$ cat config.mk
export PLATFORM = sky130hd
export DESIGN_NAME = encoder_motion_sequencer_unit_flat
export DESIGN_NICKNAME = d
export VERILOG_FILES = /design/src/rtl/ems_pkg.sv /design/src/rtl/ems_if.sv /design/src/rtl/encoder_motion_sequencer_unit.sv /design/src/rtl/ems_cfg_regs.sv /design/src/rtl/ems_target.sv /design/src/rtl/ems_progress.sv /design/src/flat_wrapper.sv
export SDC_FILE = /design/constraint.sdc
export NUM_CORES = 1
export LEC_CHECK = 0
export BUFFER_PORTS_ARGS = -buffer_cell sky130_fd_sc_hd__buf_4
export CORE_MARGIN = 2
export CORE_UTILIZATION = 35
export DETAILED_ROUTE_END_ITERATION = 6
export PLACE_DENSITY_LB_ADDON = 0.2
export SYNTH_ARGS = -nofsm -noshare
export SYNTH_HDL_FRONTEND = slang
export SYNTH_HIERARCHICAL = 1
export SYNTH_SLANG_ARGS = --single-unit
$ cat constraint.sdc
create_clock -name clk_i -period 17.6 [get_ports clk_i]
set_input_delay 0.88 -clock clk_i [delete_from_list [all_inputs] [get_ports clk_i]]
set_output_delay 0.88 -clock clk_i [all_outputs]
set_load 0.1 [all_outputs]
$ cat src/rtl/ems_pkg.sv
// Shared types and constants of the encoder motion sequencer.
`default_nettype none

package ems_pkg;

  // Configuration port geometry
  localparam int unsigned CfgIdxW  = 3;
  localparam int unsigned CfgDataW = 16;

  typedef enum logic [CfgIdxW-1:0] {
    CfgStallLimit   = 3'd0,
    CfgTurnTarget   = 3'd1,
    CfgObstacleCm   = 3'd2,
    CfgLinearDefCm  = 3'd3,
    CfgCircleDefCm  = 3'd4
  } ems_cfg_idx_e;

  typedef struct packed {
    logic [9:0]  stall_limit;
    logic [15:0] turn_target_ticks;
    logic [7:0]  obstacle_limit_cm;
    logic [15:0] linear_default_cm;
    logic [15:0] circle_default_cm;
  } ems_cfg_t;

  // Command letters
  localparam logic [7:0] CmdStop    = 8'h53;  // S
  localparam logic [7:0] CmdForward = 8'h46;  // F
  localparam logic [7:0] CmdBack    = 8'h42;  // B
  localparam logic [7:0] CmdCircle  = 8'h43;  // C
  localparam logic [7:0] CmdRoam    = 8'h41;  // A
  localparam logic [7:0] CmdLeft    = 8'h4C;  // L
  localparam logic [7:0] CmdRight   = 8'h52;  // R

  typedef enum logic [1:0] {
    ModeLinear = 2'd0,
    ModeTurn   = 2'd1,
    ModeRoam   = 2'd2,
    ModeCircle = 2'd3
  } ems_mode_e;

  typedef enum logic [1:0] {
    EvNone = 2'd0,
    EvAck  = 2'd1,
    EvDone = 2'd2
  } ems_event_e;

  // Duty percentages
  localparam logic [6:0] DutyStraight = 7'd40;
  localparam logic [6:0] DutyCircleL  = 7'd20;
  localparam logic [6:0] DutyCircleR  = 7'd50;
  localparam logic [6:0] DutyRoam     = 7'd35;
  localparam logic [6:0] DutySpin     = 7'd45;

  // Distance to encoder ticks: cm * 14200 / 2073 as one multiply by a
  // rounded-up reciprocal; the shift keeps the error below 1/2073 for 16-bit cm.
  localparam int unsigned TickShift = 30;
  localparam int unsigned TickRecipW = 34;
  localparam logic [TickRecipW-1:0] TickRecip =
    TickRecipW'(((64'd14200 << TickShift) + 64'd2072) / 64'd2073);
  localparam int unsigned TargetW = 20;

  localparam logic [10:0] StallMax = 11'd2047;

  typedef struct packed {
    logic       en;
    logic       lrev;
    logic [6:0] lduty;
    logic       rrev;
    logic [6:0] rduty;
  } ems_drive_t;

  typedef struct packed {
    ems_drive_t drive;
    ems_event_e event_code;
    logic       obstacle_spin;
    logic       busy;
  } ems_result_t;

endpackage

`default_nettype wire

$ cat src/rtl/ems_if.sv
// Request and result channel interfaces of the encoder motion sequencer.
`default_nettype none

interface ems_in_if #(
  parameter int unsigned ENC_BITS = 32
) ();
  logic                       valid;
  logic                       ready;
  logic                       func;
  logic [7:0]                 command_char;
  logic [15:0]                distance_cm;
  logic signed [ENC_BITS-1:0] left_count;
  logic signed [ENC_BITS-1:0] right_count;
  logic [15:0]                range_cm;

  modport source (
    output valid, func, command_char, distance_cm, left_count, right_count, range_cm,
    input  ready
  );
  modport sink (
    input  valid, func, command_char, distance_cm, left_count, right_count, range_cm,
    output ready
  );
endinterface

interface ems_out_if ();
  logic       valid;
  logic       ready;
  logic       motors_enabled;
  logic       left_reverse;
  logic [6:0] left_duty;
  logic       right_reverse;
  logic [6:0] right_duty;
  logic [1:0] event_code;
  logic       obstacle_spin;
  logic       busy_res;

  modport source (
    output valid, motors_enabled, left_reverse, left_duty, right_reverse, right_duty,
           event_code, obstacle_spin, busy_res,
    input  ready
  );
  modport sink (
    input  valid, motors_enabled, left_reverse, left_duty, right_reverse, right_duty,
           event_code, obstacle_spin, busy_res,
    output ready
  );
endinterface

`default_nettype wire

$ cat src/rtl/encoder_motion_sequencer_unit.sv
// Top level of the encoder motion sequencer.
// Takes one request per clock cycle while the result side accepts results, and
// returns one result per request: a request first lands in an input register,
// then one pass of logic (command decode, the distance-to-ticks multiply, encoder
// progress and stall tracking) updates the motion state and fills the result
// register. The result register and the input register are separate, so a new
// request is taken while a result still waits; the multiply of the distance by
// the tick reciprocal sets the longest path. Configuration writes take effect
// on the next cycle and belong in idle periods.
`default_nettype none

module encoder_motion_sequencer_unit #(
  parameter int unsigned ENC_BITS = 32
) (
  input  logic                          clk_i,
  input  logic                          rst_ni,
  ems_in_if.sink                        in_i,
  ems_out_if.source                     out_o,
  input  logic                          cfg_we_i,
  input  logic [ems_pkg::CfgIdxW-1:0]   cfg_index_i,
  input  logic [ems_pkg::CfgDataW-1:0]  cfg_wdata_i
);
  import ems_pkg::*;

  localparam int unsigned CmpW = (ENC_BITS > TargetW) ? ENC_BITS : TargetW;

  ems_cfg_t cfg;

  // Input register
  logic                s1_valid_q;
  logic                s1_func_q;
  logic [7:0]          s1_cmd_q;
  logic [15:0]         s1_dist_q;
  logic [ENC_BITS-1:0] s1_left_q;
  logic [ENC_BITS-1:0] s1_right_q;
  logic [15:0]         s1_range_q;

  // Motion state
  logic                active_q, active_d;
  ems_mode_e           mode_q, mode_d;
  logic [ENC_BITS-1:0] start_left_q, start_left_d;
  logic [ENC_BITS-1:0] start_right_q, start_right_d;
  logic [TargetW-1:0]  target_q, target_d;
  logic [10:0]         stall_q, stall_d;
  logic [ENC_BITS-1:0] prev_prog_q, prev_prog_d;
  ems_drive_t          drive_q, drive_d;

  // Result register
  logic        out_valid_q;
  ems_result_t res_q, res_d;

  logic                advance;
  logic [TargetW-1:0]  dist_target;
  logic [ENC_BITS-1:0] progress;
  logic                known;

  ems_cfg_regs u_cfg (
    .clk_i      (clk_i),
    .rst_ni     (rst_ni),
    .cfg_we_i   (cfg_we_i),
    .cfg_index_i(cfg_index_i),
    .cfg_wdata_i(cfg_wdata_i),
    .cfg_o      (cfg)
  );

  ems_target u_target (
    .distance_cm_i(s1_dist_q),
    .circle_i     (s1_cmd_q == CmdCircle),
    .cfg_i        (cfg),
    .target_o     (dist_target)
  );

  ems_progress #(.ENC_BITS(ENC_BITS)) u_progress (
    .left_i       (s1_left_q),
    .right_i      (s1_right_q),
    .start_left_i (start_left_q),
    .start_right_i(start_right_q),
    .progress_o   (progress)
  );

  assign advance    = s1_valid_q && (!out_valid_q || out_o.ready);
  assign in_i.ready = !s1_valid_q || advance;

  always_comb begin
    active_d      = active_q;
    mode_d        = mode_q;
    start_left_d  = start_left_q;
    start_right_d = start_right_q;
    target_d      = target_q;
    stall_d       = stall_q;
    prev_prog_d   = prev_prog_q;
    drive_d       = drive_q;
    known         = 1'b0;
    res_d         = '0;
    res_d.event_code = EvNone;

    if (!s1_func_q) begin
      if (s1_cmd_q == CmdStop) begin
        drive_d  = '0;
        active_d = 1'b0;
      end else if (!active_q) begin
        known = 1'b1;
        unique case (s1_cmd_q)
          CmdForward, CmdBack: begin
            mode_d   = ModeLinear;
            target_d = dist_target;
            drive_d  = '{en: 1'b1, lrev: (s1_cmd_q == CmdBack), lduty: DutyStraight,
                         rrev: (s1_cmd_q == CmdBack), rduty: DutyStraight};
          end
          CmdCircle: begin
            mode_d   = ModeCircle;
            target_d = dist_target;
            drive_d  = '{en: 1'b1, lrev: 1'b0, lduty: DutyCircleL,
                         rrev: 1'b0, rduty: DutyCircleR};
          end
          CmdRoam: begin
            mode_d   = ModeRoam;
            target_d = '0;
            drive_d  = '{en: 1'b1, lrev: 1'b0, lduty: DutyRoam,
                         rrev: 1'b0, rduty: DutyRoam};
          end
          CmdLeft, CmdRight: begin
            mode_d   = ModeTurn;
            target_d = TargetW'(cfg.turn_target_ticks);
            drive_d  = '{en: 1'b1, lrev: (s1_cmd_q == CmdLeft), lduty: DutySpin,
                         rrev: (s1_cmd_q == CmdRight), rduty: DutySpin};
          end
          default: known = 1'b0;
        endcase
        if (known) begin
          start_left_d     = s1_left_q;
          start_right_d    = s1_right_q;
          stall_d          = '0;
          prev_prog_d      = '0;
          active_d         = 1'b1;
          res_d.event_code = EvAck;
        end
      end
    end else if (active_q) begin
      if (mode_q == ModeRoam) begin
        if ((s1_range_q != 16'd0) && (s1_range_q < {8'h00, cfg.obstacle_limit_cm})) begin
          res_d.obstacle_spin = 1'b1;
          start_left_d        = s1_left_q;
          start_right_d       = s1_right_q;
        end
        stall_d = '0;
      end else begin
        if (progress == prev_prog_q) begin
          // saturate rather than wrap
          if (stall_q < StallMax) stall_d = stall_q + 11'd1;
        end else begin
          stall_d = '0;
        end
        prev_prog_d = progress;
        if ((CmpW'(progress) >= CmpW'(target_q)) || (stall_d > {1'b0, cfg.stall_limit})) begin
          drive_d          = '0;
          active_d         = 1'b0;
          res_d.event_code = EvDone;
        end
      end
    end

    res_d.drive = drive_d;
    res_d.busy  = active_d;
  end

  always_ff @(posedge clk_i or negedge rst_ni) begin
    if (!rst_ni) begin
      s1_valid_q    <= 1'b0;
      out_valid_q   <= 1'b0;
      active_q      <= 1'b0;
      mode_q        <= ModeLinear;
      start_left_q  <= '0;
      start_right_q <= '0;
      target_q      <= '0;
      stall_q       <= '0;
      prev_prog_q   <= '0;
      drive_q       <= '0;
    end else begin
      if (in_i.ready) s1_valid_q <= in_i.valid;
      if (advance) begin
        out_valid_q   <= 1'b1;
        active_q      <= active_d;
        mode_q        <= mode_d;
        start_left_q  <= start_left_d;
        start_right_q <= start_right_d;
        target_q      <= target_d;
        stall_q       <= stall_d;
        prev_prog_q   <= prev_prog_d;
        drive_q       <= drive_d;
      end else if (out_o.ready) begin
        out_valid_q <= 1'b0;
      end
    end
  end

  // Payload registers
  always_ff @(posedge clk_i) begin
    if (in_i.valid && in_i.ready) begin
      s1_func_q  <= in_i.func;
      s1_cmd_q   <= in_i.command_char;
      s1_dist_q  <= in_i.distance_cm;
      s1_left_q  <= in_i.left_count;
      s1_right_q <= in_i.right_count;
      s1_range_q <= in_i.range_cm;
    end
    if (advance) res_q <= res_d;
  end

  assign out_o.valid          = out_valid_q;
  assign out_o.motors_enabled = res_q.drive.en;
  assign out_o.left_reverse   = res_q.drive.lrev;
  assign out_o.left_duty      = res_q.drive.lduty;
  assign out_o.right_reverse  = res_q.drive.rrev;
  assign out_o.right_duty     = res_q.drive.rduty;
  assign out_o.event_code     = res_q.event_code;
  assign out_o.obstacle_spin  = res_q.obstacle_spin;
  assign out_o.busy_res       = res_q.busy;

endmodule

`default_nettype wire

$ cat src/rtl/ems_cfg_regs.sv
// Configuration register file of the encoder motion sequencer.
`default_nettype none

module ems_cfg_regs (
  input  logic                          clk_i,
  input  logic                          rst_ni,
  input  logic                          cfg_we_i,
  input  logic [ems_pkg::CfgIdxW-1:0]   cfg_index_i,
  input  logic [ems_pkg::CfgDataW-1:0]  cfg_wdata_i,
  output ems_pkg::ems_cfg_t             cfg_o
);
  import ems_pkg::*;

  ems_cfg_t cfg_q, cfg_d;

  always_comb begin
    cfg_d = cfg_q;
    if (cfg_we_i) begin
      unique case (cfg_index_i)
        CfgStallLimit:  cfg_d.stall_limit       = cfg_wdata_i[9:0];
        CfgTurnTarget:  cfg_d.turn_target_ticks = cfg_wdata_i;
        CfgObstacleCm:  cfg_d.obstacle_limit_cm = cfg_wdata_i[7:0];
        CfgLinearDefCm: cfg_d.linear_default_cm = cfg_wdata_i;
        CfgCircleDefCm: cfg_d.circle_default_cm = cfg_wdata_i;
        default: ;
      endcase
    end
  end

  always_ff @(posedge clk_i or negedge rst_ni) begin
    if (!rst_ni) begin
      cfg_q.stall_limit       <= 10'd500;
      cfg_q.turn_target_ticks <= 16'd78;
      cfg_q.obstacle_limit_cm <= 8'd15;
      cfg_q.linear_default_cm <= 16'd5;
      cfg_q.circle_default_cm <= 16'd50;
    end else begin
      cfg_q <= cfg_d;
    end
  end

  assign cfg_o = cfg_q;

endmodule

`default_nettype wire

$ cat src/rtl/ems_target.sv
// Distance to encoder tick target conversion for straight and circle motions.
`default_nettype none

module ems_target (
  input  logic [15:0]                  distance_cm_i,
  input  logic                         circle_i,
  input  ems_pkg::ems_cfg_t            cfg_i,
  output logic [ems_pkg::TargetW-1:0]  target_o
);
  import ems_pkg::*;

  localparam int unsigned ProdW = 16 + TickRecipW;

  logic [15:0]      cm;
  logic [ProdW-1:0] prod;

  always_comb begin
    if (distance_cm_i != 16'd0) begin
      cm = distance_cm_i;
    end else if (circle_i) begin
      cm = cfg_i.circle_default_cm;
    end else begin
      cm = cfg_i.linear_default_cm;
    end
    prod = ProdW'(cm) * ProdW'(TickRecip);
  end

  assign target_o = prod[TickShift +: TargetW];

endmodule

`default_nettype wire

$ cat src/rtl/ems_progress.sv
// Mean absolute wheel movement since the latched start counts.
`default_nettype none

module ems_progress #(
  parameter int unsigned ENC_BITS = 32
) (
  input  logic [ENC_BITS-1:0] left_i,
  input  logic [ENC_BITS-1:0] right_i,
  input  logic [ENC_BITS-1:0] start_left_i,
  input  logic [ENC_BITS-1:0] start_right_i,
  output logic [ENC_BITS-1:0] progress_o
);

  logic [ENC_BITS-1:0] dl, dr, ml, mr;
  logic [ENC_BITS:0]   sum;

  always_comb begin
    // Wrapped difference read as two's complement, then its magnitude
    dl  = left_i - start_left_i;
    dr  = right_i - start_right_i;
    ml  = dl[ENC_BITS-1] ? (~dl + 1'b1) : dl;
    mr  = dr[ENC_BITS-1] ? (~dr + 1'b1) : dr;
    sum = {1'b0, ml} + {1'b0, mr};
  end

  assign progress_o = sum[ENC_BITS:1];

endmodule

`default_nettype wire

$ cat src/flat_wrapper.sv
// flat-port wrapper written by rule: the top's interface ports become plain ports
module encoder_motion_sequencer_unit_flat import ems_pkg::*;
#(
  parameter int unsigned ENC_BITS = 32
)
  (clk_i, rst_ni, cfg_we_i, cfg_index_i, cfg_wdata_i, in_i_valid, in_i_func, in_i_command_char, in_i_distance_cm, in_i_left_count, in_i_right_count, in_i_range_cm, in_i_ready, out_o_valid, out_o_motors_enabled, out_o_left_reverse, out_o_left_duty, out_o_right_reverse, out_o_right_duty, out_o_event_code, out_o_obstacle_spin, out_o_busy_res, out_o_ready);
  ems_in_if #(.ENC_BITS(ENC_BITS)) in_i_i ();
  ems_out_if out_o_i ();
  input  logic clk_i;
  input  logic rst_ni;
  input  logic cfg_we_i;
  input  logic [ems_pkg::CfgIdxW-1:0] cfg_index_i;
  input  logic [ems_pkg::CfgDataW-1:0] cfg_wdata_i;
  input wire logic [$bits(in_i_i.valid)-1:0] in_i_valid;
  input wire logic [$bits(in_i_i.func)-1:0] in_i_func;
  input wire logic [$bits(in_i_i.command_char)-1:0] in_i_command_char;
  input wire logic [$bits(in_i_i.distance_cm)-1:0] in_i_distance_cm;
  input wire logic [$bits(in_i_i.left_count)-1:0] in_i_left_count;
  input wire logic [$bits(in_i_i.right_count)-1:0] in_i_right_count;
  input wire logic [$bits(in_i_i.range_cm)-1:0] in_i_range_cm;
  output wire logic [$bits(in_i_i.ready)-1:0] in_i_ready;
  output wire logic [$bits(out_o_i.valid)-1:0] out_o_valid;
  output wire logic [$bits(out_o_i.motors_enabled)-1:0] out_o_motors_enabled;
  output wire logic [$bits(out_o_i.left_reverse)-1:0] out_o_left_reverse;
  output wire logic [$bits(out_o_i.left_duty)-1:0] out_o_left_duty;
  output wire logic [$bits(out_o_i.right_reverse)-1:0] out_o_right_reverse;
  output wire logic [$bits(out_o_i.right_duty)-1:0] out_o_right_duty;
  output wire logic [$bits(out_o_i.event_code)-1:0] out_o_event_code;
  output wire logic [$bits(out_o_i.obstacle_spin)-1:0] out_o_obstacle_spin;
  output wire logic [$bits(out_o_i.busy_res)-1:0] out_o_busy_res;
  input wire logic [$bits(out_o_i.ready)-1:0] out_o_ready;
  assign in_i_i.valid = in_i_valid;
  assign in_i_i.func = in_i_func;
  assign in_i_i.command_char = in_i_command_char;
  assign in_i_i.distance_cm = in_i_distance_cm;
  assign in_i_i.left_count = in_i_left_count;
  assign in_i_i.right_count = in_i_right_count;
  assign in_i_i.range_cm = in_i_range_cm;
  assign in_i_ready = in_i_i.ready;
  assign out_o_valid = out_o_i.valid;
  assign out_o_motors_enabled = out_o_i.motors_enabled;
  assign out_o_left_reverse = out_o_i.left_reverse;
  assign out_o_left_duty = out_o_i.left_duty;
  assign out_o_right_reverse = out_o_i.right_reverse;
  assign out_o_right_duty = out_o_i.right_duty;
  assign out_o_event_code = out_o_i.event_code;
  assign out_o_obstacle_spin = out_o_i.obstacle_spin;
  assign out_o_busy_res = out_o_i.busy_res;
  assign out_o_i.ready = out_o_ready;
  encoder_motion_sequencer_unit #(.ENC_BITS(ENC_BITS)) u_core (.clk_i(clk_i), .rst_ni(rst_ni), .in_i(in_i_i), .out_o(out_o_i), .cfg_we_i(cfg_we_i), .cfg_index_i(cfg_index_i), .cfg_wdata_i(cfg_wdata_i));
endmodule
==> tab_implementation.tex, run 1 <==
\begin{tabular}{lr}
\hline
Metric & Value \\
\hline
\multicolumn{2}{l}{\textbf{Critical path}} \\
\quad Largest incremental delay on the critical path & 0.85 ns \\
\quad Crit path buffers/inverters & 0 \\
\quad Signal arrival time at the worst endpoint & 10.51 ns \\
\quad Critical Path End Type & flop \\
\quad Standard cell with the maximum stage delay on the critical path & sky130\_fd\_sc\_hd\_\_xor2\_1 \\
\quad Critical path fanouts, max & 17 \\
\quad Setup Crit Path Kind & reg2reg \\
\quad WP data required & 18.01 ns \\
\quad Largest delay share family, worst path & compound AO/OA/AOI/OAI gates \\
\quad Worst Setup Start Kind & flop \\
\multicolumn{2}{l}{\textbf{Timing}} \\
\quad Hold Violations, Final & 0 \\
\quad Unrepaired setup endpoints after global routing & false \\
\quad Final period demand of the worst path & 10.11 ns \\
\quad Number of slew-limit violations in the final report & 0 \\
\quad Maximum clock frequency & 98.94 MHz \\
\quad Relative slew margins & 28.51\% \\
\quad Final Skew & 0.04138 ns \\
\quad Accumulated negative setup slack & 0 ns \\
\quad Setup violation total in the final timing report & 0 \\
\quad Period utilization & 57.43\% \\
\quad Worst Tran Pin Value & 1.072 ns \\
\multicolumn{2}{l}{\textbf{Clock tree}} \\
\quad Clock Sinks & 341 \\
\quad Number of buffers created by CTS & 44 \\
\quad Postcts setup bufs & 0 \\
\quad CTS clk-pin slew, worst paths & 0.06 ns \\
\quad Clock Path Buffers & 3 \\
\quad CTS tree & built \\
\quad Post-CTS Resized & 0 \\
\quad Quantity of hold-fixing buffers added after cts & 0 \\
\quad Clock root cell & sky130\_fd\_sc\_hd\_\_clkbuf\_16 \\
\quad Clock latency on the worst-skew pair & 0.60 ns \\
\quad H-tree depth reported by CTS & 2 \\
\multicolumn{2}{l}{\textbf{Run}} \\
\quad Max-cap violation count & 0 \\
\multicolumn{2}{l}{\textbf{Drt}} \\
\quad Routed metal-1 wire length & 34.18 mm \\
\quad Iteration-0 DRC count of the detailed router & 1155 \\
\quad Detailed-routing iteration count for the pre-antenna-repair pass & 5 \\
\quad Final ANT Viol Nets & 0 \\
\quad Final wirelength & 78.36 mm \\
\quad Highest signal layer in the routed design & met4 \\
\quad Total via count in the routed design & 21.63k \\
\quad Met3 routed WL & 2.850 mm \\
\quad Met2 routed WL & 39.29 mm \\
\quad Wire length per cell after detailed routing & 19.00 um \\
\quad Ratio of routed vias to standard cells & 5.246 \\
\quad Post-route DRC violation count & 0 \\
\multicolumn{2}{l}{\textbf{Cells and area}} \\
\quad Net total in the final layout & 3614 \\
\quad Layout Area Growth over Synthesis & 12.90\% \\
\quad Share of layout cells above drive strength 1 & 13.20\% \\
\quad Utilization after layout & 39.85\% \\
\quad Finished layout cell area & 32670 um\^{}2 \\
\quad Non-Filler Instances & 4123 \\
\multicolumn{2}{l}{\textbf{Synthesis}} \\
\quad Synthesized area & 28930 um\^{}2 \\
\quad Flip-flop and latch count after synthesis & 341 \\
\quad Number of distinct library cells after synthesis & 107 \\
\quad Largest area contributor in the netlist & sky130\_fd\_sc\_hd\_\_dfrtp\_1 \\
\quad Synthesized netlist cell count & 2874 \\
\quad Number of warnings printed during yosys synthesis & 6 \\
\quad Yosys top cell area share & 16.95\% \\
\quad Synthesized netlist net count & 3470 \\
\quad Share of synthesized flip-flops with an asynchronous set or reset & 63.05\% \\
\quad Post-synth EDFFs & 126 \\
\quad Most frequent cells after synthesis & 405 x sky130\_fd\_sc\_hd\_\_inv\_1, 321 x sky130\_fd\_sc\_hd\_\_ha\_1, 196 x sky130\_fd\_sc\_hd\_\_dfrtp\_1 \\
\quad Dominant cell by count in the synthesized netlist & sky130\_fd\_sc\_hd\_\_inv\_1 \\
\quad Mean cell area of the mapped netlist & 10.07 um\^{}2 \\
\quad Top flip-flop cell by instance count after synthesis & sky130\_fd\_sc\_hd\_\_dfrtp\_1 \\
\quad Sequential cell area fraction in the yosys report & 31.76\% \\
\quad Area contributors post-synth & sky130\_fd\_sc\_hd\_\_dfrtp\_1 17\%, sky130\_fd\_sc\_hd\_\_ha\_1 14\%, sky130\_fd\_sc\_hd\_\_edfxtp\_1 13\% \\
\multicolumn{2}{l}{\textbf{Run status}} \\
\quad Result of the run & completed \\
\multicolumn{2}{l}{\textbf{Place}} \\
\quad Routability Congestion & 0.9503 \\
\quad HPWL after detailed placement & 62.94 mm \\
\quad Placed Instance Area & 31200 um\^{}2 \\
\quad Total instance count after detailed placement & 4042 \\
\quad Count of buffers from port buffering & 151 \\
\multicolumn{2}{l}{\textbf{Global routing}} \\
\quad Global-route wire length before repair & 125.8 mm \\
\quad Initial antenna violation count & 2 \\
\quad Overflow left after global routing & 0 \\
\quad Via count of the first global-routing pass & 22.67k \\
\quad Maximum number of pins on one net before global-route repair & 99 \\
\quad Total routing usage reported by global routing & 18.54\% \\
\multicolumn{2}{l}{\textbf{Floorplan}} \\
\quad Die Height & 291.5 um \\
\quad Die extent in x & 291.5 um \\
\quad \# IOs & 152 \\
\quad Core area & 81980 um\^{}2 \\
\quad Row count & 105 \\
\quad Initial cell density of the core & 35.29\% \\
\quad Die outline area & 84980 um\^{}2 \\
\multicolumn{2}{l}{\textbf{Worst hold path}} \\
\quad Hold Crit Class & in2async \\
\hline
\end{tabular}
-- layout by cell type (no fill, tap or decap), types with 61 or more instances in the layout --
cell type                  instances
sky130_fd_sc_hd__ha_1            321
sky130_fd_sc_hd__mux2_2           65
sky130_fd_sc_hd__dfrtp_1         196
sky130_fd_sc_hd__buf_4           169
sky130_fd_sc_hd__a21oi_1         177
sky130_fd_sc_hd__edfxtp_1        126
sky130_fd_sc_hd__fa_1            146
sky130_fd_sc_hd__o21ai_0          96
sky130_fd_sc_hd__nor2_1          165
sky130_fd_sc_hd__inv_1           405
sky130_fd_sc_hd__xnor2_1         128
sky130_fd_sc_hd__nand2_1         144
sky130_fd_sc_hd__a21o_1           61
sky130_fd_sc_hd__mux2_1           62
-- logic make-up after synthesis --
kind of cell / count (synthesis) / share of synthesized area (%)
AOI/OAI and AO/OA: 625 / 14.65
and+or+nand+nor: 621 / 11.23
buffers and inverters: 477 / 6.565
adders and majority gates: 467 / 23.98
DFF: 341 / 31.76
xor gates and xnor gates: 184 / 5.596
muxes: 158 / 6.206
other: 1 / 0.01296
-- path summary, 6_finish.rpt --
path	cells after the start	from	end	slack, ns
setup / recovery	36	u_core/s1_left_q[4]$_DFFE_PP_	u_core/out_o.right_reverse$_DFFE_PP_	7.49
hold / removal	1	rst_ni	u_core/start_right_q[19]$_DFFE_PN0P_	0.38
setup reg to reg	36	u_core/s1_left_q[4]$_DFFE_PP_	u_core/out_o.right_reverse$_DFFE_PP_	7.49
hold reg to reg	1	u_core/start_right_q[8]$_DFFE_PN0P_	u_core/start_right_q[8]$_DFFE_PN0P_	0.48
max in group asynchronous	2	rst_ni	u_core/target_q[13]$_DFFE_PN0P_	15.76
min in group clk_i	1	in_i_distance_cm[6]	u_core/s1_dist_q[6]$_DFFE_PP_	0.46
-- final cells by class --
cell class,instances,area (um^2)
Inverter,405,1520
Multi-Input combinational cell,2056,17870
Timing Repair Buffer,170,1284
Clock buffer,58,1225
Antenna cell,1,2.502
Fill cell,8131,49310
Clock inverter,22,234.0
Tap cell,1070,1339
Sequential cell,341,9188
-- metal layers --
metal | global-route usage [%] | up-vias
met4 | 5.444 | 0
met1 | 23.58 | 10690
met3 | 2.115 | 100
met5 | 0 | -
li1 | - | 10410
met2 | 32.94 | 433
-- per-stage QoR --
step	setup slack (ns)	hold slack (ns)
after CTS	7.508	0.3670
after global placement	7.917	0.4649
final	7.493	0.3776
after floorplan	9.259	0.4569
after detailed placement	7.553	0.4747
after global routing	6.464	0.4225
-- state kept, by name, summed over array words and instances (netlist names), 8 cells and up --
name	cells
u_core/s1_dist_q	16
u_core/start_left_q	32
u_core/prev_prog_q	32
u_core/drive_q	17
u_core/s1_range_q	16
u_core/start_right_q	32
u_core/s1_right_q	32
u_core/s1_cmd_q	8
u_core/target_q	20
u_core/u_cfg/cfg_o	66
u_core/s1_left_q	32
u_core/stall_q	11
Power of run 1 is left out: the tool's default activity adds up to more than one toggle a clock period on the data nets, which glitch-free logic cannot reach.
==> run 2: changes to the inputs <==
--- a/config.mk
+++ b/config.mk
@@ -5,6 +5,7 @@
 export SDC_FILE = /design/constraint.sdc
 export NUM_CORES = 1
 export LEC_CHECK = 0
+export ABC_AREA = 1
 export BUFFER_PORTS_ARGS = -buffer_cell sky130_fd_sc_hd__buf_4
 export CORE_MARGIN = 2
 export CORE_UTILIZATION = 35
==> constraint.sdc (replaced) <==
create_clock -name clk_i -period 9 [get_ports clk_i]
set_input_delay 0.45 -clock clk_i [delete_from_list [all_inputs] [get_ports clk_i]]
set_output_delay 0.45 -clock clk_i [all_outputs]
set_load 0.1 [all_outputs]
==> tab_implementation.tex, run 2 <==
\begin{tabular}{lr}
\hline
Metric & Value \\
\hline
\multicolumn{2}{l}{\textbf{Run status}} \\
\quad Result of the run & completed \\
\multicolumn{2}{l}{\textbf{Timing}} \\
\quad Relative slew margins & 28.46\% (-0.049 points) \\
\quad Number of slew-limit violations in the final report & 0 (unchanged) \\
\quad Accumulated negative setup slack & 0 ns (unchanged) \\
\quad Maximum clock frequency & 126.2 MHz (+28\%) \\
\quad Worst Tran Pin Value & 1.072 ns (-0.0004260 ns) \\
\quad Setup violation total in the final timing report & 0 (unchanged) \\
\quad Period utilization & 88.02\% (+31 points) \\
\quad Hold Violations, Final & 0 (unchanged) \\
\quad Final period demand of the worst path & 7.922 ns (-2.185 ns) \\
\quad Final Skew & 0.03409 ns (-0.007293 ns) \\
\quad Unrepaired setup endpoints after global routing & false \\
\multicolumn{2}{l}{\textbf{Synthesis}} \\
\quad Yosys top cell area share & 15.36\% (-1.6 points) \\
\quad Top flip-flop cell by instance count after synthesis & sky130\_fd\_sc\_hd\_\_dfrtp\_1 \\
\quad Mean cell area of the mapped netlist & 7.466 um\^{}2 (-26\%) \\
\quad Synthesized area & 31930 um\^{}2 (+10\%) \\
\quad Share of synthesized flip-flops with an asynchronous set or reset & 63.05\% (unchanged) \\
\quad Most frequent cells after synthesis & 1258 x sky130\_fd\_sc\_hd\_\_nand2\_1, 787 x sky130\_fd\_sc\_hd\_\_inv\_1, 321 x sky130\_fd\_sc\_hd\_\_ha\_1 \\
\quad Number of warnings printed during yosys synthesis & 6 (unchanged) \\
\quad Synthesized netlist net count & 4873 (+40\%) \\
\quad Sequential cell area fraction in the yosys report & 28.77\% (-3.0 points) \\
\quad Dominant cell by count in the synthesized netlist & sky130\_fd\_sc\_hd\_\_nand2\_1 \\
\quad Post-synth EDFFs & 126 (unchanged) \\
\quad Area contributors post-synth & sky130\_fd\_sc\_hd\_\_dfrtp\_1 15\%, sky130\_fd\_sc\_hd\_\_nand2\_1 15\%, sky130\_fd\_sc\_hd\_\_ha\_1 13\% \\
\quad Number of distinct library cells after synthesis & 69 (-36\%) \\
\quad Flip-flop and latch count after synthesis & 341 (unchanged) \\
\quad Largest area contributor in the netlist & sky130\_fd\_sc\_hd\_\_dfrtp\_1 \\
\quad Synthesized netlist cell count & 4277 (+49\%) \\
\multicolumn{2}{l}{\textbf{Clock tree}} \\
\quad Clock root cell & sky130\_fd\_sc\_hd\_\_clkbuf\_16 \\
\quad H-tree depth reported by CTS & 2 (unchanged) \\
\quad Clock Path Buffers & 3 (unchanged) \\
\quad CTS clk-pin slew, worst paths & 0.06 ns (about the same) \\
\quad Post-CTS Resized & 0 (unchanged) \\
\quad CTS tree & built \\
\quad Number of buffers created by CTS & 41 (-6.8\%) \\
\quad Clock latency on the worst-skew pair & 0.61 ns (about the same) \\
\quad Postcts setup bufs & 0 (unchanged) \\
\quad Quantity of hold-fixing buffers added after cts & 80 (+80) \\
\quad Clock Sinks & 341 (unchanged) \\
\multicolumn{2}{l}{\textbf{Global routing}} \\
\quad Global-route met1 utilization & 27.40\% (+3.8 points) \\
\quad Busiest metal layer after global routing & met2 \\
\quad Via count of the first global-routing pass & 27.51k (+21\%) \\
\quad Overflow left after global routing & 0 (unchanged) \\
\quad Maximum number of pins on one net before global-route repair & 149 (+51\%) \\
\quad Global-route met2 utilization & 34.65\% (+1.7 points) \\
\quad Met3 GRT Util & 2.316\% (+0.20 points) \\
\quad Total routing usage reported by global routing & 20.36\% (+1.8 points) \\
\quad Initial antenna violation count & 0 (-2) \\
\quad Global-route wire length before repair & 151.6 mm (+21\%) \\
\multicolumn{2}{l}{\textbf{Place}} \\
\quad Count of buffers from port buffering & 151 (unchanged) \\
\quad HPWL after detailed placement & 76.21 mm (+21\%) \\
\quad Routability Congestion & 0.9334 (-1.8\%) \\
\multicolumn{2}{l}{\textbf{Run}} \\
\quad Max-cap violation count & 0 (unchanged) \\
\multicolumn{2}{l}{\textbf{Critical path}} \\
\quad Signal arrival time at the worst endpoint & 8.27 ns (-2.24 ns) \\
\quad WP data required & 9.35 ns (-8.66 ns) \\
\quad Largest incremental delay on the critical path & 0.45 ns (-0.40 ns) \\
\quad Worst Setup Start Kind & flop \\
\quad Critical Path End Type & flop \\
\quad Critical path fanouts, max & 21 (+4) \\
\quad Cell occurring most often along the worst timing path & sky130\_fd\_sc\_hd\_\_nand2\_1 \\
\quad Standard cell with the maximum stage delay on the critical path & sky130\_fd\_sc\_hd\_\_fa\_1 \\
\quad Setup Crit Path Kind & reg2reg \\
\multicolumn{2}{l}{\textbf{Worst hold path}} \\
\quad Hold Crit Class & in2reg \\
\multicolumn{2}{l}{\textbf{Floorplan}} \\
\quad Die Height & 306.1 um (+5.0\%) \\
\quad Initial cell density of the core & 35.42\% (+0.13 points) \\
\quad Die extent in x & 306.1 um (+5.0\%) \\
\quad Row count & 110 (+4.8\%) \\
\quad Core area & 90150 um\^{}2 (+10\%) \\
\quad \# IOs & 152 (unchanged) \\
\quad Die outline area & 93670 um\^{}2 (+10\%) \\
\multicolumn{2}{l}{\textbf{Drt}} \\
\quad Final wirelength & 94.94 mm (+21\%) \\
\quad Wire length per cell after detailed routing & 16.64 um (-12\%) \\
\quad Detailed-routing iteration count for the pre-antenna-repair pass & 5 (unchanged) \\
\quad Iteration-0 DRC count of the detailed router & 1713 (+48\%) \\
\quad Ratio of routed vias to standard cells & 4.836 (-7.8\%) \\
\quad Final ANT Viol Nets & 0 (unchanged) \\
\quad Post-route DRC violation count & 0 (unchanged) \\
\quad Total via count in the routed design & 27.60k (+28\%) \\
\multicolumn{2}{l}{\textbf{Cells and area}} \\
\quad Max FFs per register & 66 (unchanged) \\
\quad Share of layout cells above drive strength 1 & 8.718\% (-4.5 points) \\
\quad Number of filler cells placed in the layout & 9417 (+16\%) \\
\quad Leading cell types in the layout, fill and taps excluded & 1257 x sky130\_fd\_sc\_hd\_\_nand2\_1, 786 x sky130\_fd\_sc\_hd\_\_inv\_1, 321 x sky130\_fd\_sc\_hd\_\_ha\_1, 270 x sky130\_fd\_sc\_hd\_\_nand3\_1, 256 x sky130\_fd\_sc\_hd\_\_nor2\_1 \\
\quad Number of diodes & 0 (-1) \\
\quad Net total in the final layout & 5094 (+41\%) \\
\quad Commonest non-fill, non-tap cell in the layout & sky130\_fd\_sc\_hd\_\_nand2\_1 \\
\quad Layout Area Growth over Synthesis & 13.96\% \\
\hline
\end{tabular}
-- run 2: cell types whose count changed after synthesis, moves of 62 or more --
cell	before	now
sky130_fd_sc_hd__mux2_1	62	0
sky130_fd_sc_hd__inv_1	405	787
sky130_fd_sc_hd__nand2_1	144	1258
sky130_fd_sc_hd__nor2_1	166	258
sky130_fd_sc_hd__nand3_1	48	270
sky130_fd_sc_hd__mux2_2	65	0
sky130_fd_sc_hd__xnor2_1	128	35
-- run 2: per-stage QoR --
step	setup WS, ns	area [um^2]	util [%]	std cells	hold WS (ns)
5_1_grt	0.1088	36390	40.37	5707	0.01513
3_3_place_gp	1.043	34260	38.00	5551	0.4500
6_report	1.078	36390	40.37	5707	0.03587
4_1_cts	1.035	36390	40.37	5707	0.0009994
2_1_floorplan	2.242	31930	-	4277	0.1544
3_5_place_dp	1.083	34260	38.00	5551	0.4542
-- run 2: logic make-up after synthesis --
logic type,count (synthesis),synth area share [%]
fa+ha+maj,467,21.73
flops,341,28.77
compound gates,470,8.448
other cells,1,0.01174
simple gates,2015,27.15
xor+xnor,110,3.088
buf+inv,873,10.80
-- run 2: per-layer routing --
metal	wire [um]	vias to the layer above
met3	3603	125
met1	44140	12900
li1	-	14000
met4	2423	0
met2	44770	580
met5	0	-
-- run 2: path summary, 6_finish.rpt --
path                            slack (ns)                                from                                    to  cells after the start
worst max-delay path                  1.08       u_core/s1_left_q[9]$_DFFE_PP_  u_core/out_o.right_duty[5]$_DFFE_PP_                     41
worst min-delay path                  0.04                 in_i_left_count[27]        u_core/s1_left_q[27]$_DFFE_PP_                      1
worst max register to register        1.08       u_core/s1_left_q[9]$_DFFE_PP_  u_core/out_o.right_duty[5]$_DFFE_PP_                     41
worst min register to register        0.46  u_core/u_cfg/cfg_o[63]$_DFFE_PN1P_    u_core/u_cfg/cfg_o[63]$_DFFE_PN1P_                      2
max in group asynchronous             7.30                              rst_ni    u_core/u_cfg/cfg_o[29]$_DFFE_PN0P_                      3
min in group asynchronous             0.41                              rst_ni   u_core/start_left_q[27]$_DFFE_PN0P_                      2
-- run 2: worst max-delay path: cells and delay by family (launching register included) --
family | cells | cell delay, ns
flip-flops | 1 | 0.41
XOR/XNOR | 2 | 0.61
buffers and inverters | 4 | 0.33
AO/OA/AOI/OAI | 10 | 1.95
AND/OR/NAND/NOR | 22 | 3.17
adder cells (fa/ha/maj) | 3 | 1.18
-- run 2: final cells by class --
type                       instances  area [um^2]  share of cell area, %
multi-input combinational       3063        19300                  53.04
sequential                       341         9188                  25.25
clock buffer                      58         1110                  3.050
tap                             1176         1471                  4.044
clock inverter                    18        219.0                 0.6017
inverter                         805         3032                  8.331
timing repair buffer             246         2067                  5.680
Power of run 2 is left out for the same reason.
==> run 3: changes to the inputs <==
--- a/config.mk
+++ b/config.mk
@@ -7,7 +7,7 @@
 export LEC_CHECK = 0
 export ABC_AREA = 1
 export BUFFER_PORTS_ARGS = -buffer_cell sky130_fd_sc_hd__buf_4
-export CORE_MARGIN = 2
+export CORE_MARGIN = 5
 export CORE_UTILIZATION = 35
 export DETAILED_ROUTE_END_ITERATION = 6
 export PLACE_DENSITY_LB_ADDON = 0.2
==> tab_implementation.tex, run 3 (synthesis gave the netlist of run 2 again) <==
\begin{tabular}{lr}
\hline
Metric & Value \\
\hline
\multicolumn{2}{l}{\textbf{Clock tree}} \\
\quad Clock root cell & sky130\_fd\_sc\_hd\_\_clkbuf\_16 \\
\quad Number of buffers created by CTS & 41 (unchanged) \\
\quad Clock latency on the worst-skew pair & 0.60 ns (about the same) \\
\quad H-tree depth reported by CTS & 2 (unchanged) \\
\quad CTS clk-pin slew, worst paths & 0.06 ns (about the same) \\
\quad CTS tree & built \\
\quad Clock Path Buffers & 3 (unchanged) \\
\quad Clock Sinks & 341 (unchanged) \\
\multicolumn{2}{l}{\textbf{Cells and area}} \\
\quad Max FFs per register & 66 (unchanged) \\
\quad Net total in the final layout & 5074 (-0.39\%) \\
\quad Commonest non-fill, non-tap cell in the layout & sky130\_fd\_sc\_hd\_\_nand2\_1 \\
\quad Leading cell types in the layout, fill and taps excluded & 1257 x sky130\_fd\_sc\_hd\_\_nand2\_1, 786 x sky130\_fd\_sc\_hd\_\_inv\_1, 321 x sky130\_fd\_sc\_hd\_\_ha\_1, 270 x sky130\_fd\_sc\_hd\_\_nand3\_1, 256 x sky130\_fd\_sc\_hd\_\_nor2\_1 \\
\quad Number of diodes & 0 (unchanged) \\
\quad Share of layout cells above drive strength 1 & 8.934\% (+0.22 points) \\
\quad Layout Area Growth over Synthesis & 13.54\% \\
\multicolumn{2}{l}{\textbf{Drt}} \\
\quad Final wirelength & 94.39 mm (-0.58\%) \\
\quad Total via count in the routed design & 27.37k (-0.83\%) \\
\quad Post-route DRC violation count & 0 (unchanged) \\
\quad Iteration-0 DRC count of the detailed router & 1713 (unchanged) \\
\quad Wire length per cell after detailed routing & 16.60 um (-0.23\%) \\
\quad Detailed-routing iteration count for the pre-antenna-repair pass & 5 (unchanged) \\
\quad Final ANT Viol Nets & 0 (unchanged) \\
\quad Ratio of routed vias to standard cells & 4.813 (-0.48\%) \\
\multicolumn{2}{l}{\textbf{Critical path}} \\
\quad Slack of the worst reg-to-reg path & 1.01 ns (-0.07 ns) \\
\quad Standard cell with the maximum stage delay on the critical path & sky130\_fd\_sc\_hd\_\_nor4\_1 \\
\quad Largest delay share family, worst path & simple AND/OR/NAND/NOR gates \\
\quad WP data required & 9.32 ns (-0.03 ns) \\
\quad Setup Crit Path Kind & reg2reg \\
\quad Depth of the worst register-to-register path & 50 (+22\%) \\
\quad Signal arrival time at the worst endpoint & 8.31 ns (+0.04 ns) \\
\quad Startpoint of the worst register-to-register path & u\_core/s1\_right\_q[0]\$\_DFFE\_PP\_ \\
\quad Cell occurring most often along the worst timing path & sky130\_fd\_sc\_hd\_\_nand2\_1 \\
\quad Crit path buffers/inverters & 7 (+3) \\
\quad Crit Reg-Reg Endpoint & u\_core/out\_o.right\_duty[2]\$\_DFFE\_PP\_ \\
\quad Largest incremental delay on the critical path & 0.41 ns (-0.04 ns) \\
\quad Critical path fanouts, max & 15 (-29\%) \\
\quad Worst Setup Start Kind & flop \\
\quad Critical Path End Type & flop \\
\multicolumn{2}{l}{\textbf{Global routing}} \\
\quad Total routing usage reported by global routing & 19.19\% (-1.2 points) \\
\quad Via count of the first global-routing pass & 26.96k (-2.0\%) \\
\quad Global-route wire length before repair & 150.8 mm (-0.56\%) \\
\quad Maximum number of pins on one net before global-route repair & 78 (-48\%) \\
\quad Initial antenna violation count & 0 (unchanged) \\
\quad Overflow left after global routing & 0 (unchanged) \\
\multicolumn{2}{l}{\textbf{Floorplan}} \\
\quad Die Height & 312.1 um (+2.0\%) \\
\quad \# IOs & 152 (unchanged) \\
\quad Initial cell density of the core & 35.37\% (-0.054 points) \\
\quad Die outline area & 97380 um\^{}2 (+4.0\%) \\
\quad Die extent in x & 312.1 um (+2.0\%) \\
\quad Core area & 90290 um\^{}2 (+0.15\%) \\
\quad Row count & 110 (unchanged) \\
\multicolumn{2}{l}{\textbf{Place}} \\
\quad Count of buffers from port buffering & 151 (unchanged) \\
\quad HPWL after detailed placement & 75.94 mm (-0.36\%) \\
\quad Routability Congestion & 0.9452 (+1.3\%) \\
\multicolumn{2}{l}{\textbf{Run}} \\
\quad Max-cap violation count & 0 (unchanged) \\
\multicolumn{2}{l}{\textbf{Timing}} \\
\quad Final Skew & 0.03201 ns (-0.002083 ns) \\
\quad Relative slew margins & 31.46\% (+3.0 points) \\
\quad Worst Tran Pin Value & 1.027 ns (-0.04495 ns) \\
\quad Number of slew-limit violations in the final report & 0 (unchanged) \\
\quad Final period demand of the worst path & 7.988 ns (+0.06617 ns) \\
\quad Accumulated negative setup slack & 0 ns (unchanged) \\
\quad Unrepaired setup endpoints after global routing & false \\
\quad Maximum clock frequency & 125.2 MHz (-0.83\%) \\
\quad Period utilization & 88.76\% (+0.74 points) \\
\quad Setup violation total in the final timing report & 0 (unchanged) \\
\quad Hold Violations, Final & 0 (unchanged) \\
\multicolumn{2}{l}{\textbf{Worst hold path}} \\
\quad Worst Hold Path Cells & 1 (unchanged) \\
\quad Hold Crit Class & in2reg \\
\quad Hold EP & u\_core/s1\_func\_q\$\_DFFE\_PP\_ \\
\quad Launch instance of the worst min-delay path & in\_i\_func \\
\multicolumn{2}{l}{\textbf{Run status}} \\
\quad Result of the run & completed \\
\hline
\end{tabular}
run 3: layout make-up:
cell class              count  area, um^2
well taps                1176        1471
repair buffers            226        1852
multi-input cells        3063       19300
clock buffers              62        1207
flip-flops and latches    341        9188
fillers                  9426       54030
inverters                 805        3032
clock inverters            14       203.9
run 3: worst max path at each step:
| stage | start | to | slack [ns] | depth (start not counted) |
|---|---|---|---|---|
| after floorplan | u_core/s1_cmd_q[3]$_DFFE_PP_ | u_core/target_q[13]$_DFFE_PN0P_ | 2.24 | 30 |
| after global placement | u_core/s1_right_q[0]$_DFFE_PP_ | u_core/out_o.right_duty[5]$_DFFE_PP_ | 1.04 | 50 |
| after detailed placement | u_core/s1_right_q[0]$_DFFE_PP_ | u_core/out_o.right_duty[2]$_DFFE_PP_ | 1.01 | 50 |
| after CTS | u_core/s1_right_q[0]$_DFFE_PP_ | u_core/out_o.right_duty[2]$_DFFE_PP_ | 0.97 | 50 |
| after global routing | u_core/s1_right_q[0]$_DFFE_PP_ | u_core/drive_q[8]$_DFFE_PN0P_ | 0.11 | 52 |
| final | u_core/s1_right_q[0]$_DFFE_PP_ | u_core/out_o.right_duty[2]$_DFFE_PP_ | 1.01 | 50 |
run 3: what timing repair did:
item | CTS | global route
resized for setup | 0 | 0
hold buffers | 59 | 0
buffers inserted | 0 | 0
hold endpoints to repair | 132 | 0
run 3: worst register-to-register path, delay by kind of cell, from the launching register on:
family | cells | cell delay [ns]
DFF | 1 | 0.35
xor gates and xnor gates | 2 | 0.46
adders and majority gates | 4 | 1.16
AOI/OAI and AO/OA | 5 | 1.10
buffers and inverters | 7 | 0.51
and+or+nand+nor | 32 | 4.11
run 3: layer usage:
layer | routed length [um] | vias up | share of wire (%) | global-route usage [%]
met5 | 0 | - | 0 | 0
li1 | - | 13970 | - | -
met3 | 3975 | 145 | 4.2 | 2.505
met4 | 2944 | 0 | 3.1 | 5.781
met2 | 43970 | 586 | 47 | 32.15
met1 | 43500 | 12670 | 46 | 26.03
run 3: stage by stage:
| stage | area (um^2) | cells | utilization (%) | hold slack (ns) | setup slack [ns] |
|---|---|---|---|---|---|
| 6_report | 36260 | 5687 | 40.16 | 0.04489 | 1.012 |
| 5_1_grt | 36260 | 5687 | 40.16 | 0.01046 | 0.1076 |
| 4_1_cts | 36260 | 5687 | 40.16 | 0.002863 | 0.9653 |
| 3_5_place_dp | 34250 | 5552 | 37.94 | 0.4552 | 1.011 |
| 3_3_place_gp | 34250 | 5552 | 37.94 | 0.4501 | 1.036 |
| 2_1_floorplan | 31930 | 4277 | - | 0.1544 | 2.242 |
Power of run 3 is left out for the same reason.
